$ cat src/hw/rtl/tri3d_pkg.sv
// ============================================================================
// tri3d_pkg: shared constants for the triangle area pipeline
// Port widths and the default coordinate width used across the block.
// ============================================================================
`default_nettype none

package tri3d_pkg;

  // Width of each vertex coordinate port
  localparam int FIELD_WIDTH = 16;

  // Width of the area result port
  localparam int AREA_OUT_WIDTH = 34;

  // Default number of coordinate bits taken from each field
  localparam int COORD_WIDTH_DEF = 16;

endpackage

`default_nettype wire

$ cat src/hw/rtl/tri3d_sqrt.sv
// ============================================================================
// tri3d_sqrt: pipelined integer square root (floor)
// One result bit per stage, restoring digit-by-digit method.
// ============================================================================
`default_nettype none

module tri3d_sqrt #(
  parameter int COORD_WIDTH = tri3d_pkg::COORD_WIDTH_DEF
) (
  input  wire logic                        clk,
  input  wire logic                        rst,
  input  wire logic                        in_valid,
  input  wire logic [4*COORD_WIDTH+3:0]    radicand,
  output logic                             out_valid,
  output logic [2*COORD_WIDTH+1:0]         root
);

  localparam int NW   = 2 * COORD_WIDTH + 2; // root width, also stage count
  localparam int RW   = 2 * NW;              // radicand width
  localparam int REMW = NW + 3;              // partial remainder width

  // Stage registers, index k holds the state after k result bits
  logic            vld_q  [1:NW];
  logic [RW-1:0]   rad_q  [1:NW];
  logic [REMW-1:0] rem_q  [1:NW];
  logic [NW-1:0]   root_q [1:NW];

  for (genvar k = 0; k < NW; k++) begin : g_stage
    logic            vld_in;
    logic [RW-1:0]   rad_in;
    logic [REMW-1:0] rem_in;
    logic [NW-1:0]   root_in;
    logic [REMW-1:0] rem_sh;
    logic [REMW-1:0] trial;
    logic            take;

    // Pick the stage input
    if (k == 0) begin : g_first
      assign vld_in  = in_valid;
      assign rad_in  = radicand;
      assign rem_in  = '0;
      assign root_in = '0;
    end else begin : g_next
      assign vld_in  = vld_q[k];
      assign rad_in  = rad_q[k];
      assign rem_in  = rem_q[k];
      assign root_in = root_q[k];
    end

    // Bring down two radicand bits and try the next root bit
    assign rem_sh = {rem_in[REMW-3:0], rad_in[RW-1:RW-2]};
    assign trial  = REMW'({root_in, 2'b01});
    assign take   = (rem_sh >= trial);

    always_ff @(posedge clk) begin
      if (rst) begin
        vld_q[k+1] <= 1'b0;
      end else begin
        vld_q[k+1] <= vld_in;
      end
    end

    always_ff @(posedge clk) begin
      rad_q[k+1]  <= rad_in << 2;
      rem_q[k+1]  <= take ? (rem_sh - trial) : rem_sh;
      root_q[k+1] <= {root_in[NW-2:0], take};
    end
  end

  assign out_valid = vld_q[NW];
  assign root      = root_q[NW];

  // A finished root leaves a remainder no larger than twice the root
  a_rem_bound: assert property (@(posedge clk) disable iff (rst)
    vld_q[NW] |-> (rem_q[NW] <= {root_q[NW], 1'b0}))
    else $error("square root remainder out of range");

endmodule

`default_nettype wire

$ cat config.mk
export PLATFORM = sky130hd
export DESIGN_NAME = tri3d_sqrt
export DESIGN_NICKNAME = d
export VERILOG_FILES = /design/src/hw/rtl/tri3d_pkg.sv /design/src/hw/rtl/tri3d_sqrt.sv
export SDC_FILE = /design/constraint.sdc
export NUM_CORES = 2
export LEC_CHECK = 0
export BUFFER_PORTS_ARGS = -buffer_cell sky130_fd_sc_hd__buf_2
export CAP_MARGIN = 20
export CORE_MARGIN = 2
export CORE_UTILIZATION = 55
export CTS_BUF_LIST = sky130_fd_sc_hd__clkbuf_8
export CTS_CLUSTER_SIZE = 16
export DETAILED_ROUTE_END_ITERATION = 7
export GPL_TIMING_DRIVEN = 0
export MAX_ROUTING_LAYER = met4
export PLACE_DENSITY = 0.74
export SYNTH_ARGS = -nofsm -noshare
export SYNTH_HDL_FRONTEND = slang
export SYNTH_MEMORY_MAX_BITS = 65536
export SYNTH_SLANG_ARGS = --single-unit
$ cat constraint.sdc
create_clock -name clk -period 3.34 [get_ports clk]
set_input_delay 0.668 -clock clk [delete_from_list [all_inputs] [get_ports clk]]
set_output_delay 0.668 -clock clk [all_outputs]
set_load 0.01 [all_outputs]
==> metrics.csv <==
stage;metric;value;unit
hold_path;min_from;radicand[35];
final_layout;n_fill_cell;14347;
worst_setup_path;start_kind;flip-flop;
logic_synthesis;yosys-top-cells-area;dfxtp_1 56%, ha_1 7.7%, xor2_1 4.0%, xnor2_1 3.8%, o21ai_0 3.0%;
timing;hold_viol_final;0;
place;hpwl;169000;um
global_route;grt_max_degree;18;
global_route;grt_pass1_wl;370000;um
worst_setup_path;path_max_fanout;3;
timing;relSlewSlack;0.384;
final_layout;drive_above_1_share;0.160;
logic_synthesis;yosysUniqueCellTypes;92;
global_route;grt_pass1_vias;71666;
logic_synthesis;ys_warn_count;0;
timing;worst_slew_pin_slew;0.917;ns
worst_setup_path;arrival;4.49;ns
timing;report.final.slew_viol_count;0;
place;io_buffers;105;
global_route;track_usage;0.246;
final_layout;area_growth_syn_to_layout;18.5;%
run;cap_violations;0;
logic_synthesis;synth_top_family_by_area;simple AND/OR/NAND/NOR gates;
hold_path;min_path_cells;2;
final_layout;multi_input_area;45100;um^2
logic_synthesis;synth_fp_nets;10718;
worst_setup_path;r2r-start;rem_q[0][851];
hold_path;whs_endpoint;rad_q[0][101];
logic_synthesis;ys_ff_latch;2853;
logic_synthesis;synth_area_per_cell;10.2;um^2
place;dp_worst_setup_slack;-1.37;ns
worst_setup_path;crit_family;compound AO/OA/AOI/OAI gates;
status;status;complete, but fails checks;
place;dp.cells;12603;
floorplanning;die-area;190000;um^2
routing;drc_errors;0;
routing;wl;235000;um
power_and_ir_drop;p_leak;57.0;nW
logic_synthesis;synth-compound-area-share;0.118;
power_and_ir_drop;total_power;87.8;mW
worst_setup_path;r2r_end;rem_q[0][922];
power_and_ir_drop;power.density;722;nW/um^2
worst_setup_path;worstPathCellList;ha_4 -> nor2b_4 -> o31a_1 -> o41a_1 -> o211a_4 -> o41ai_4 -> o22ai_2 -> o21a_1 -> o41a_1 -> a2111o_1 -> nor4_4 -> xor2_1;
worst_setup_path;worst-r2r-cell-count;12;
floorplanning;num_rows;158;
final_layout;instances_no_fill;13610;
logic_synthesis;synthMuxAreaShare;0.00848;
floorplanning;initial_utilization;0.553;
global_route;overflow;0;
timing;timing.fmax;287;MHz
hold_path;min_path_type;primary input to flip-flop;
routing;postRouteAntennaNets;0;
logic_synthesis;synth_top_area_frac;0.557;
status;violations;negative setup slack;
clock_network;clock_path_buffers;4;
worst_setup_path;critPathKind;flip-flop to flip-flop;
worst_setup_path;cpMostUsedCell;o41a_1;
floorplanning;die_w;436;um
timing;finalCritPeriodShare;1.04;
worst_setup_path;slowest_delay;0.47;ns
timing;setup_viol;48;
worst_setup_path;critPathRequiredTime;4.34;ns
global_route;grt_antenna_before_repair;14;
final_layout;layout_commonest_cell;dfxtp_1;
final_layout;layout_common_cells;2771 x dfxtp_1, 899 x inv_1, 725 x nand2_1;
timing;clock_skew;0.0819;ns
clock_network;clkSinkCount;2853;
logic_synthesis;ys_seq_area_frac;0.557;
clock_network;clk_transition_reported_paths;0.06;ns
worst_setup_path;path_buf_inv;0;
floorplanning;die_h;436;um
floorplanning;coreArea;185000;um^2
logic_synthesis;synth_area;103000;um^2
routing;drt_iter0_drc;4186;
place;gp_congestion;0.952;
timing;post-route-min-period;3.49;ns
clock_network;ctsHtreeMaxLevel;5;
worst_setup_path;cpMaxStageDelayCell;a2111o_1;
timing;rsz0062_at_grt;yes;
power_and_ir_drop;peakVddDrop;0.000464;V
worst_setup_path;end_kind;flip-flop;
logic_synthesis;ys_async_sr_fraction;0;
final_layout;seq_area;57200;um^2
routing;wl_per_cell;17.3;um
clock_network;cts_tree;done;
clock_network;numCtsBuffers;436;
logic_synthesis;synth-xor-area-share;0.0778;
logic_synthesis;synth_edf_count;0;
routing;viasPerCell;5.27;
final_layout;final_util;0.656;
floorplanning;num_io_pins;106;
logic_synthesis;synthAdderAreaFrac;0.0770;
timing;setup_slack;-0.147;ns
logic_synthesis;synth-simple-area-share;0.125;
clock_network;root_buffer;clkbuf_8;
final_layout;final_nets;11512;
logic_synthesis;syn_inst;10016;
routing;vias;71774;
worst_setup_path;reg2reg_setup_slack;-0.15;ns
routing;drt_first_pass_iters;6;
logic_synthesis;yosys_most_used_dff;dfxtp_1;
logic_synthesis;yosysTopAreaCell;dfxtp_1;
clock_network;clk_latency;1.10;ns
## registers in the layout, summed over array words and instances (netlist names)
signal and count:
vld_q 34, root_q 595, rad_q 1122, rem_q 1102
## synth_stat cells, types with 71 or more instances
cell type	n
clkbuf_1	169
ha_1	631
o31ai_1	85
nand2_1	735
nor2_1	540
inv_1	797
a21oi_1	557
nor4_1	125
nor3_1	256
xor2_1	466
mux2_2	71
nand3_1	151
dfxtp_1	2853
or3_1	108
xnor2_1	445
a21o_1	246
nor2b_1	135
nand4_1	103
nand2b_1	139
o21a_1	110
o21ai_0	615
## worst register-to-register path, cell delays in order, from the launching register on
cell and delay [ns]:
dfxtp_4 0.36, ha_4 0.24, nor2b_4 0.13, o31a_1 0.27, o41a_1 0.37, o211a_4 0.27, o41ai_4 0.28, o22ai_2 0.12
o21a_1 0.21, o41a_1 0.35, a2111o_1 0.48, nor4_4 0.18, xor2_1 0.15
## what timing repair did
item                                    in CTS  in global routing
resized for setup                          508                534
endpoints found under the setup margin     850                748
gates cloned                                 2                  4
hold buffers                                71                  0
endpoints found under the hold margin       74                  0
buffers inserted                            83                121
pin swaps                                   85                153
## final cells by class
class,instances,area share
repair buffers,383,0.0239
flip-flops and latches,2853,0.471
well taps,2480,0.0255
clock buffers,528,0.0598
clock inverters,219,0.0138
diodes,11,0.000227
multi-input cells,6178,0.372
plain buffers,161,0.00902
inverters,797,0.0247
## logic make-up (layout without fill, tap and decap cells)
| group | count (synthesis) | in the layout |
|---|---|---|
| DFF | 2853 | 2853 |
| xor gates and xnor gates | 911 | 911 |
| buffers and inverters | 986 | 2088 |
| muxes | 78 | 78 |
| and+or+nand+nor | 2585 | 2586 |
| adders and majority gates | 631 | 631 |
| other | 1 | 12 |
| AOI/OAI and AO/OA | 1971 | 1971 |
## layer usage
metal	part of all wire	global-route usage	wire (um)
met1	0.46	0.321	109000
met2	0.45	0.387	107000
met3	0.049	0.0370	11500
met4	0.035	0.0962	8130
met5	0	-	0
## power breakdown
part | internal, mW | switching, mW | leakage, nW | total (mW)
clock network | 16.3 | 12.7 | 5.05 | 29.0
registers | 39.4 | 4.42 | 23.8 | 43.8
logic | 6.72 | 8.23 | 28.1 | 15.0
total | 62.4 | 25.3 | 57.0 | 87.8
## worst max path at each step
stage          depth (start not counted)      startpoint            end  slack [ns]
6_report                              12   rem_q[0][851]  rem_q[0][922]       -0.15
3_3_place_gp                          13   root_q[12][6]  rem_q[0][944]       -1.28
4_1_cts                               15  root_q[11][36]  rem_q[0][896]       -0.23
3_5_place_dp                          13   root_q[12][4]  rem_q[0][944]       -1.37
5_1_grt                               12   rem_q[0][851]  rem_q[0][918]       -0.26
2_1_floorplan                         13  root_q[11][34]  rem_q[0][922]       -0.02
## metrics by stage
| stage | setup TNS (ns) | hold slack [ns] | area, um^2 |
|---|---|---|---|
| detailed placement | -413.28 | 0.312 | 106000 |
| floorplan | -0.0165 | 0.310 | 103000 |
| CTS | -1.81 | 0.0999 | 119000 |
| global placement | -401.09 | 0.309 | 106000 |
| finish | -2.60 | 0.212 | 121000 |
| global route | -11.40 | 0.112 | 121000 |
No activity file was read; power rests on OpenSTA's default activity.
